**config.mk**
```make
export PLATFORM = sky130hd
export DESIGN_NAME = sorted_priority_queue
export DESIGN_NICKNAME = d
export VERILOG_FILES = /design/src/rtl/spq_pkg.sv /design/src/rtl/spq_ctrl.sv /design/src/rtl/spq_datapath.sv /design/src/rtl/sorted_priority_queue.sv
export SDC_FILE = /design/constraint.sdc
export NUM_CORES = 2
export LEC_CHECK = 0
export ABC_AREA = 1
export ABC_CLOCK_PERIOD_IN_PS = 7600
export BUFFER_PORTS_ARGS = -buffer_cell sky130_fd_sc_hd__buf_2
export CELL_PAD_IN_SITES_DETAIL_PLACEMENT = 1
export CELL_PAD_IN_SITES_GLOBAL_PLACEMENT = 1
export CORE_AREA = 10 10 479 481
export CTS_CLUSTER_SIZE = 30
export DETAILED_ROUTE_END_ITERATION = 8
export DIE_AREA = 0 0 489 491
export GPL_TIMING_DRIVEN = 0
export PLACE_DENSITY = 0.72
export SYNTH_ARGS = -nofsm -noshare
export SYNTH_HDL_FRONTEND = slang
export SYNTH_SLANG_ARGS = --single-unit
```
**constraint.sdc**
```tcl
create_clock -name clk -period 7.6 [get_ports clk]
set_input_delay 1.14 -clock clk [delete_from_list [all_inputs] [get_ports clk]]
set_output_delay 1.14 -clock clk [all_outputs]
set_load 0.03 [all_outputs]
```
**src/rtl/spq_pkg.sv**
```systemverilog
// shared types, codes and defaults of the sorted priority queue
package spq_pkg;

    localparam int unsigned QUEUE_DEPTH_DEF = 16;
    localparam int unsigned DATA_W          = 32;
    localparam int unsigned POS_W           = 4;
    localparam int unsigned OCC_W           = 5;

    typedef enum logic [1:0] {
        OP_ENQ    = 2'd0,
        OP_DEQ    = 2'd1,
        OP_SEARCH = 2'd2,
        OP_NOP    = 2'd3
    } opcode_t;

    typedef enum logic [1:0] {
        STS_OK        = 2'd0,
        STS_FULL      = 2'd1,
        STS_EMPTY     = 2'd2,
        STS_NOT_FOUND = 2'd3
    } status_t;

    typedef struct packed {
        logic capture;
        logic commit;
    } cmd_t;

endpackage

```
**src/rtl/spq_ctrl.sv**
```systemverilog
// controller: item handshake, execute sequencing and result valid
module spq_ctrl
(
    input  logic          clk,
    input  logic          rst_n,
    input  logic          s_tvalid,
    output logic          s_tready,
    output logic          m_tvalid,
    input  logic          m_tready,
    output spq_pkg::cmd_t cmd
);

    typedef enum logic {
        ST_IDLE,
        ST_EXEC
    } state_t;

    state_t state_reg;
    state_t state_next;
    logic   out_valid_reg;
    logic   out_valid_next;

    assign s_tready    = (state_reg == ST_IDLE);
    assign m_tvalid    = out_valid_reg;
    assign cmd.capture = s_tvalid && s_tready;
    assign cmd.commit  = (state_reg == ST_EXEC) && (!out_valid_reg || m_tready);

    always_comb
    begin
        state_next     = state_reg;
        out_valid_next = out_valid_reg;
        if (out_valid_reg && m_tready)
        begin
            out_valid_next = 1'b0;
        end
        unique case (state_reg)
            ST_IDLE:
            begin
                if (cmd.capture)
                begin
                    state_next = ST_EXEC;
                end
            end
            ST_EXEC:
            begin
                if (cmd.commit)
                begin
                    state_next     = ST_IDLE;
                    out_valid_next = 1'b1;
                end
            end
        endcase
    end

    always_ff @(posedge clk or negedge rst_n)
    begin
        if (!rst_n)
        begin
            state_reg     <= ST_IDLE;
            out_valid_reg <= 1'b0;
        end
        else
        begin
            state_reg     <= state_next;
            out_valid_reg <= out_valid_next;
        end
    end

    a_commit_in_exec: assert property (@(posedge clk) disable iff (!rst_n)
        cmd.commit |=> (state_reg == ST_IDLE) && out_valid_reg)
        else $error("commit did not return to idle with a result");

    a_capture_goes_exec: assert property (@(posedge clk) disable iff (!rst_n)
        cmd.capture |=> (state_reg == ST_EXEC))
        else $error("captured item not executed");

    a_no_capture_in_exec: assert property (@(posedge clk) disable iff (!rst_n)
        (state_reg == ST_EXEC) |-> !cmd.capture)
        else $error("item captured while busy");

endmodule

```
**src/rtl/spq_datapath.sv**
```systemverilog
// datapath: sorted cell chain, parallel compare, search encoder and result register
module spq_datapath
#(
    parameter int unsigned QUEUE_DEPTH = spq_pkg::QUEUE_DEPTH_DEF
)
(
    input  logic                              clk,
    input  logic                              rst_n,
    input  spq_pkg::cmd_t                     cmd,
    input  logic [1:0]                        in_opcode,
    input  logic signed [spq_pkg::DATA_W-1:0] in_data,
    input  logic signed [spq_pkg::DATA_W-1:0] in_priority,
    output logic signed [spq_pkg::DATA_W-1:0] out_data,
    output logic signed [spq_pkg::DATA_W-1:0] out_priority,
    output logic [spq_pkg::POS_W-1:0]         found_position,
    output logic [1:0]                        status,
    output logic [spq_pkg::OCC_W-1:0]         occupancy
);

    localparam int unsigned CW = $clog2(QUEUE_DEPTH + 1);
    localparam int unsigned PW = $clog2(QUEUE_DEPTH);
    localparam int unsigned DW = spq_pkg::DATA_W;

    spq_pkg::opcode_t  op_reg;
    logic signed [DW-1:0] key_reg;
    logic signed [DW-1:0] pri_reg;
    logic [CW-1:0]     cnt_reg;
    logic [CW-1:0]     cnt_next;

    logic signed [DW-1:0] data_reg [QUEUE_DEPTH];
    logic signed [DW-1:0] prio_reg [QUEUE_DEPTH];
    logic signed [DW-1:0] data_next [QUEUE_DEPTH];
    logic signed [DW-1:0] prio_next [QUEUE_DEPTH];

    logic [QUEUE_DEPTH-1:0] live;
    logic [QUEUE_DEPTH-1:0] gt;
    logic [QUEUE_DEPTH-1:0] hit;
    logic                   full;
    logic                   empty;
    logic                   do_enq;
    logic                   do_deq;
    logic                   found;
    logic [PW-1:0]          pos;

    logic signed [DW-1:0]       res_data_next;
    logic signed [DW-1:0]       res_prio_next;
    logic [PW+spq_pkg::POS_W-1:0] res_pos_ext;
    logic [CW+spq_pkg::OCC_W-1:0] occ_ext;
    spq_pkg::status_t           res_status_next;

    logic signed [DW-1:0]       res_data_reg;
    logic signed [DW-1:0]       res_prio_reg;
    logic [spq_pkg::POS_W-1:0]  res_pos_reg;
    spq_pkg::status_t           res_status_reg;
    logic [spq_pkg::OCC_W-1:0]  res_occ_reg;

    assign full   = (cnt_reg == CW'(QUEUE_DEPTH));
    assign empty  = (cnt_reg == '0);
    assign do_enq = (op_reg == spq_pkg::OP_ENQ) && !full;
    assign do_deq = (op_reg == spq_pkg::OP_DEQ) && !empty;

    // per-cell compare and shift
    genvar gi;
    generate
        for (gi = 0; gi < QUEUE_DEPTH; gi++)
        begin : g_cell
            assign live[gi] = (CW'(gi) < cnt_reg);
            assign gt[gi]   = live[gi] && (prio_reg[gi] > pri_reg);
            assign hit[gi]  = live[gi] && (data_reg[gi] == key_reg);

            logic ins_here;
            if (gi == 0)
            begin : g_head
                assign ins_here = 1'b1;
            end
            else
            begin : g_body
                assign ins_here = gt[gi-1];
            end

            always_comb
            begin
                data_next[gi] = data_reg[gi];
                prio_next[gi] = prio_reg[gi];
                if (do_enq && !gt[gi])
                begin
                    if (ins_here)
                    begin
                        data_next[gi] = key_reg;
                        prio_next[gi] = pri_reg;
                    end
                    else
                    begin
                        data_next[gi] = data_reg[(gi + QUEUE_DEPTH - 1) % QUEUE_DEPTH];
                        prio_next[gi] = prio_reg[(gi + QUEUE_DEPTH - 1) % QUEUE_DEPTH];
                    end
                end
                else if (do_deq && (gi < QUEUE_DEPTH - 1))
                begin
                    data_next[gi] = data_reg[(gi + 1) % QUEUE_DEPTH];
                    prio_next[gi] = prio_reg[(gi + 1) % QUEUE_DEPTH];
                end
            end
        end
    endgenerate

    // first match from the head
    always_comb
    begin
        found = 1'b0;
        pos   = '0;
        for (int i = QUEUE_DEPTH - 1; i >= 0; i--)
        begin
            if (hit[i])
            begin
                found = 1'b1;
                pos   = PW'(i);
            end
        end
    end

    always_comb
    begin
        res_data_next   = '0;
        res_prio_next   = '0;
        res_pos_ext     = '0;
        res_status_next = spq_pkg::STS_OK;
        cnt_next        = cnt_reg;
        unique case (op_reg)
            spq_pkg::OP_ENQ:
            begin
                if (full)
                begin
                    res_status_next = spq_pkg::STS_FULL;
                end
                else
                begin
                    cnt_next = cnt_reg + CW'(1);
                end
            end
            spq_pkg::OP_DEQ:
            begin
                if (empty)
                begin
                    res_status_next = spq_pkg::STS_EMPTY;
                end
                else
                begin
                    res_data_next = data_reg[0];
                    res_prio_next = prio_reg[0];
                    cnt_next      = cnt_reg - CW'(1);
                end
            end
            spq_pkg::OP_SEARCH:
            begin
                if (found)
                begin
                    res_pos_ext = {{spq_pkg::POS_W{1'b0}}, pos};
                end
                else
                begin
                    res_status_next = spq_pkg::STS_NOT_FOUND;
                end
            end
            spq_pkg::OP_NOP:
            begin
                res_status_next = spq_pkg::STS_OK;
            end
        endcase
        occ_ext = {{spq_pkg::OCC_W{1'b0}}, cnt_next};
    end

    always_ff @(posedge clk or negedge rst_n)
    begin
        if (!rst_n)
        begin
            cnt_reg <= '0;
        end
        else if (cmd.commit)
        begin
            cnt_reg <= cnt_next;
        end
    end

    always_ff @(posedge clk)
    begin
        if (cmd.capture)
        begin
            op_reg  <= spq_pkg::opcode_t'(in_opcode);
            key_reg <= in_data;
            pri_reg <= in_priority;
        end
        if (cmd.commit)
        begin
            for (int i = 0; i < QUEUE_DEPTH; i++)
            begin
                data_reg[i] <= data_next[i];
                prio_reg[i] <= prio_next[i];
            end
            res_data_reg   <= res_data_next;
            res_prio_reg   <= res_prio_next;
            res_pos_reg    <= res_pos_ext[spq_pkg::POS_W-1:0];
            res_status_reg <= res_status_next;
            res_occ_reg    <= occ_ext[spq_pkg::OCC_W-1:0];
        end
    end

    assign out_data       = res_data_reg;
    assign out_priority   = res_prio_reg;
    assign found_position = res_pos_reg;
    assign status         = res_status_reg;
    assign occupancy      = res_occ_reg;

    a_count_bound: assert property (@(posedge clk) disable iff (!rst_n)
        cnt_reg <= CW'(QUEUE_DEPTH))
        else $error("entry count above queue depth");

    a_enq_grows: assert property (@(posedge clk) disable iff (!rst_n)
        cmd.commit && do_enq |=> cnt_reg == $past(cnt_reg) + CW'(1))
        else $error("enqueue did not add an entry");

    a_deq_shifts: assert property (@(posedge clk) disable iff (!rst_n)
        cmd.commit && do_deq && (cnt_reg > CW'(1)) |=>
            data_reg[0] == $past(data_reg[1]) && prio_reg[0] == $past(prio_reg[1]))
        else $error("dequeue did not advance the head");

endmodule

```
**src/rtl/sorted_priority_queue.sv**
```systemverilog
// top level of the sorted priority queue
//
//  channel  dir  tdata                                          tuser
//  s_*      in   item_data, item_priority                       opcode
//  m_*      out  out_data, out_priority, found_position, occ    status
//
// an item is captured in the idle state and executed in the exec state, so
// the block takes no new item until the last one executes; all cells
// compare and shift as it executes; the result sits in an output register;
// a stalled m_tready holds execution of the next item only, not its capture
// reset clears the entry count and handshake state, entries need no clearing
module sorted_priority_queue
#(
    parameter int unsigned QUEUE_DEPTH = spq_pkg::QUEUE_DEPTH_DEF
)
(
    input  logic        clk,
    input  logic        rst_n,
    input  logic        s_tvalid,
    output logic        s_tready,
    input  logic [63:0] s_tdata,   // item_data[31:0], item_priority[63:32]
    input  logic [1:0]  s_tuser,   // opcode[1:0]
    output logic        m_tvalid,
    input  logic        m_tready,
    output logic [79:0] m_tdata,   // out_data[31:0], out_priority[63:32],
                                   // found_position[67:64], occupancy[72:68]
    output logic [1:0]  m_tuser    // status[1:0]
);

    spq_pkg::cmd_t cmd;

    logic signed [spq_pkg::DATA_W-1:0] out_data;
    logic signed [spq_pkg::DATA_W-1:0] out_priority;
    logic [spq_pkg::POS_W-1:0]         found_position;
    logic [spq_pkg::OCC_W-1:0]         occupancy;

    spq_ctrl u_ctrl
    (
        .clk      (clk),
        .rst_n    (rst_n),
        .s_tvalid (s_tvalid),
        .s_tready (s_tready),
        .m_tvalid (m_tvalid),
        .m_tready (m_tready),
        .cmd      (cmd)
    );

    spq_datapath #(
        .QUEUE_DEPTH (QUEUE_DEPTH)
    ) u_datapath
    (
        .clk            (clk),
        .rst_n          (rst_n),
        .cmd            (cmd),
        .in_opcode      (s_tuser),
        .in_data        (s_tdata[31:0]),
        .in_priority    (s_tdata[63:32]),
        .out_data       (out_data),
        .out_priority   (out_priority),
        .found_position (found_position),
        .status         (m_tuser),
        .occupancy      (occupancy)
    );

    assign m_tdata = {7'd0, occupancy, found_position, out_priority, out_data};

endmodule
```
== Word level (Yosys, flattened, before mapping) ==
Memories as Yosys holds them, arrays and structs flattened.
Index checks and enable logic that the tools add are counted.

* $add $sub $neg: 2
* $lt $le $gt $ge: 32
* Equality and inequality tests: 20
* Multiplexer cells: 138
* Bitwise operators: 4
* Reduce and logical (&&, ||, !) cells: 80

{| class="wikitable"
|+ Operators with widths
! kind !! number
|-
| $mux W32 || 92
|-
| $eq A32 B32 Y1 || 16
|-
| $gt A32 B32 Y1 || 16
|-
| $logic_and A1 B1 Y1 || 53
|-
| $lt A4 B5 Y1 const A || 8
|-
| $mux W4 || 8
|-
| $mux W1 || 25
|-
| $lt A3 B5 Y1 const A || 4
|-
| $logic_not A1 Y1 || 19
|-
| $mux W3 || 4
|-
| $lt A1 B5 Y1 const A || 2
|-
| $lt A2 B5 Y1 const A || 2
|-
| $mux W5 || 2
|-
| $pmux W5 S2 || 1
|-
| $reduce_or A10 Y1 || 1
|-
| $mux W2 || 4
|-
| $pmux W2 S4 || 1
|-
| $reduce_or A6 Y1 || 1
|-
| $add A5 B1 Y5 const B || 1
|-
| $eq A5 B5 Y1 const B || 1
|-
| $logic_not A5 Y1 || 1
|-
| $sub A5 B1 Y5 const B || 1
|-
| $eq A2 B2 Y1 const B || 2
|-
| $not A1 Y1 || 4
|-
| other kinds (7) || 7
|}

* Register bits after elaboration: 148
* RAM bits: 1024
* Output and inout port bits: 84
* Memories kept: 2

{| class="wikitable"
|+ Memories
! name !! depth !! width !! read ports !! clocked after memory_dff !! write ports !! RTL line !! text
|-
| u_datapath.data_reg || 16 || 32 || 16 || 0 || 16 || spq_datapath.sv:30 || <nowiki>logic signed [DW-1:0] data_reg [QUEUE_DEPTH];</nowiki>
|-
| u_datapath.prio_reg || 16 || 32 || 16 || 0 || 16 || spq_datapath.sv:31 || <nowiki>logic signed [DW-1:0] prio_reg [QUEUE_DEPTH];</nowiki>
|}

== Longest topological paths before layout ==
An unclocked memory read counts as a cell.

* Word-level depth: 21
* Depth in mapped cells: 24

== Hierarchy ==
A second synthesis with hierarchy kept.

* Cell total of the unflattened synthesis: 9308
* Area total of the unflattened synthesis: 76369.5 um^2

{| class="wikitable"
|+ Modules (own cells, without submodules)
! module !! times used !! cells each !! area each (um^2) !! seq. area each (um^2)
|-
| spq_datapath || 1 || 9289 || 76220.6 || 35108.7
|-
| spq_ctrl || 1 || 11 || 92.6 || 50.0
|-
| sorted_priority_queue || 1 || 8 || 56.3 || 0.0
|}

== Worst setup path after synthesis ==
No wires, ideal clock.

* Kind: reg-to-reg
* From: register, netlist name u_datapath.pri_reg[19]
* To: memory u_datapath.data_reg[7][0] in the netlist's numbering (enable)
* Library setup time: 507 ps
* Data arrival time: 5878 ps
* Data required time: 7093 ps
* Path slack: 1215 ps
* Cell stages (with the launch flop): 16
* Buffers on the path: 2
* Cell sequence: edfxtp_1 inv_1 clkbuf_1 ha_1 a21oi_1 o21ai_0 nand3_1 nand2_1 nand2_1 a21oi_1 a2111oi_0 nand3_1 nand3_1 nand2_1 clkbuf_1 a21oi_1

{| class="wikitable"
|+ RTL lines
! item !! RTL line
|-
| to (decl) || spq_datapath.sv:30
|}

==> metrics.md <==
| Metric | Value |
|---|---|
| Status | finished with violations |
| Failing checks | max-capacitance violations, max-slew violations |
| Setup tns final | 0 ps |
| Post-synth EDFFs | 1165 |
| Reg2Reg Depth | 15 |
| FF-to-FF Start | u_datapath.pri_reg[31]$_DFFE_PP_ |
| Final nets | 10300 |
| Vias | 70800 |
| Post-synthesis xor/xnor area fraction | 3.16% |
| Cts hold-fix bufs | 0 |
| Slew Viols, Final | 45 |
| Largest net degree at the start of global routing | 69 |
| Crit path DAT | 6470 ps |
| Actual slew at the worst max-slew pin | 1590 ps |
| Die area | 240000 µm² |
| Routability congestion estimate | 1.01 |
| P_int | 15.9 mW |
| TritonCTS buffer count | 147 |
| Post-Synth Simple-Gate Area | 24.8% |
| First-pass GRT wire length | 502000 µm |
| Max-Slew Margin vs Limit | -5.84% |
| Synth Area in Compound Gates | 11.6% |
| # rows | 172 |
| IO Port Bufs | 146 |
| Total global routing overflow | 0 |
| Critical Path End Type | flop |
| Ys async rst share | 0.597% |
| Synth Register Bits | 1172 |
| Die width | 489 µm |
| Post-DP HPWL | 294000 µm |
| Sw Ratio | 44.3% |
| Reg2Reg Capture Point | u_datapath.data_reg[5][14]$_DFFE_PP_ |
| Clk_lat worst skew | 850 ps |
| Maximum clock frequency | 169 MHz |
| RSZ-0062 raised after global routing | no |
| Initial drt markers | 7047 |
| Clock transition at the registers of the reported paths | 60 ps |
| Max-cap violations | 3 |
| Clk sinks | 1172 |
| Synth Area in Adders | 8.41% |
| Final setup violation count | 0 |
| Leakage power | 37.2 nW |
| Die height | 491 µm |
| CP Launch Point | u_datapath.pri_reg[31]$_DFFE_PP_ |
| Ports | 154 |
| Vias in the first global route | 71700 |
| Drt first pass iters | 6 |
| Tot Pwr | 28.5 mW |
| Routed len/inst | 27.9 µm |
| Root buffer cell | clkbuf_16 |
| Post-synthesis sequential area ratio | 45.9% |
| Synth Cell Area | 76600 µm² |
| Synth cell types | 61 |
| Mean Syn Cell Area | 8.20 µm² |
| Fin crit period | 5930 ps |
| Final hold vios | 0 |
| Fillers | 26300 |
| Net switching power | 12.6 mW |
| DRC | 0 |
| Share of the synthesized area in the top cell type | 45.7% |
| CTS H-tree depth | 4 |
| Crit start category | flop |
| Initial antenna violation count | 24 |
| Comb power frac | 41.7% |
| Post-CTS sizing | 0 |
| Area Overhead vs Synth | 13.1% |
| Mapped Cells | 9345 |
| Min-Delay Path Class | in2async |
| P per Cell Area | 329 nW/µm² |
| Setup CP Type | reg2reg |
| Critical Path RT | 8130 ps |
| Yosys warns | 0 |
| Postcts setup bufs | 0 |
| Worst Skew | 28.9 ps |
| Starting Density | 34.9% |
| Peak VDD IR | 0.283 mV |
| Most common cell in the netlist | nand2_1 |
| Multiplexer share of the synthesized area | 0% |
| Clk pwr share | 24.8% |
| R2R setup slack | 1670 ps |
| Tcrit/Tclk final | 78.1% |
| Commonest cells in the netlist | nand2_1, edfxtp_1, o21ai_0 |
| Cells taking the most area after synthesis | edfxtp_1, nand2_1, ha_1 |
| Vias per inst | 5.58 |
| Reg power frac | 33.5% |
| CTS Buffer Depth | 3 |
| Floorplan core area | 219000 µm² |
| CP endpoint | u_datapath.data_reg[5][14]$_DFFE_PP_ |
| GRT Overall Usage | 28.4% |
| CTS tree | built |
| Routed WL | 354000 µm |
| Fraction of layout cells with a size suffix above 1 | 8.04% |
| Antenna-violating nets left | 0 |
| Largest family of logic cells by synthesized area | simple AND/OR/NAND/NOR gates |
| Post-synth top area cell | edfxtp_1 |
| CP Max Fanout | 26 |
| Main synth FF type | edfxtp_1 |
metal layers:
| layer | global-route usage [%] | up-vias | part of all wire, % |
|---|---|---|---|
| met5 | 0 | - | 0.0037 |
| met4 | 11.5 | 2 | 4.4 |
| met3 | 3.92 | 532 | 6.9 |
| met2 | 44.6 | 2689 | 44 |
| met1 | 39.2 | 34900 | 44 |
| li1 | - | 32700 | - |
power groups by stage:
stage	logic (mW)	clock network, mW	registers (mW)
after floorplan	7.18	0	9.44
after global placement	11.1	0	9.76
after detailed placement	11.7	0	9.63
after CTS	11.8	7.13	9.50
after global routing	13.0	7.38	9.61
final	11.9	7.07	9.55
cell type report:
type	instances	area, µm²	area share (%)
Multi-Input combinational cell	7060	36900	42.6
Sequential cell	1172	35200	40.6
Clock buffer	191	3990	4.61
Tap cell	2871	3590	4.15
Buffer	608	2850	3.29
Inverter	511	1920	2.22
Timing Repair Buffer	180	1480	1.71
Clock inverter	79	671	0.774
Antenna cell	13	32.5	0.0376
stage by stage:
stage | worst slack [ps] | area, µm² | cells | utilization (%) | hold slack [ps]
after global routing | 1480 | 86600 | 12700 | 39.5 | 171
after global placement | -3480 | 80900 | 12400 | 36.9 | 466
after CTS | 1730 | 86600 | 12700 | 39.5 | 156
after floorplan | 1210 | 76600 | 9351 | - | 520
final | 1670 | 86600 | 12700 | 39.5 | 182
after detailed placement | 1740 | 81900 | 12400 | 37.3 | 488
worst max-delay path: stages, from the launching register on:
cell      delay [ps]
edfxtp_1        1120
inv_1            140
clkbuf_2         240
buf_12           200
ha_1             400
nand4_1          150
nor3_1           180
inv_1             90
nor4_1           640
a31oi_1          270
nand3_1          170
nand2_1          430
clkbuf_1         400
a21oi_4          570
buf_12           270
buf_12           210
worst min path at each step:
stage | start | to | slack, ps | cells after the start
5_1_grt | rst_n | u_ctrl.m_tvalid$_DFF_PN0_ | 170 | 1
4_1_cts | rst_n | u_ctrl.m_tvalid$_DFF_PN0_ | 160 | 1
2_1_floorplan | u_datapath.data_reg[7][29]$_DFFE_PP_ | u_datapath.data_reg[6][29]$_DFFE_PP_ | 520 | 2
3_3_place_gp | u_ctrl.state_reg$_DFF_PN0_ | u_ctrl.m_tvalid$_DFF_PN0_ | 470 | 2
3_5_place_dp | u_ctrl.state_reg$_DFF_PN0_ | u_ctrl.m_tvalid$_DFF_PN0_ | 490 | 2
6_report | rst_n | u_datapath.cnt_reg[3]$_DFFE_PN0P_ | 180 | 1
cells by family after synthesis:
| kind of cell | count (synthesis) |
|---|---|
| simple gates | 4689 |
| compound gates | 1573 |
| flops | 1172 |
| buf+inv | 1119 |
| fa+ha+maj | 515 |
| xor+xnor | 276 |
| other cells | 1 |
cell usage in the layout (no fill, tap or decap), types with 41 or more instances in the layout:
master     netlist  final
nand2_1       3645   3645
edfxtp_1      1165   1165
o21ai_0        766    766
ha_1           515    515
inv_1          484    482
nor2_1         385    385
buf_2          238    384
a21oi_1        307    292
clkbuf_1       274    272
nand3_1        254    254
nand4_1        249    249
xnor2_1        230    230
clkbuf_16        0    152
o211ai_1       141    141
a31oi_1        136    136
o22ai_1         60     60
xor2_1          46     46
buf_4           45     45
buf_1           42     42
o21ai_1         42     42
clkinv_1         8     41
Note: power is estimated with default switching activity, not from simulation.
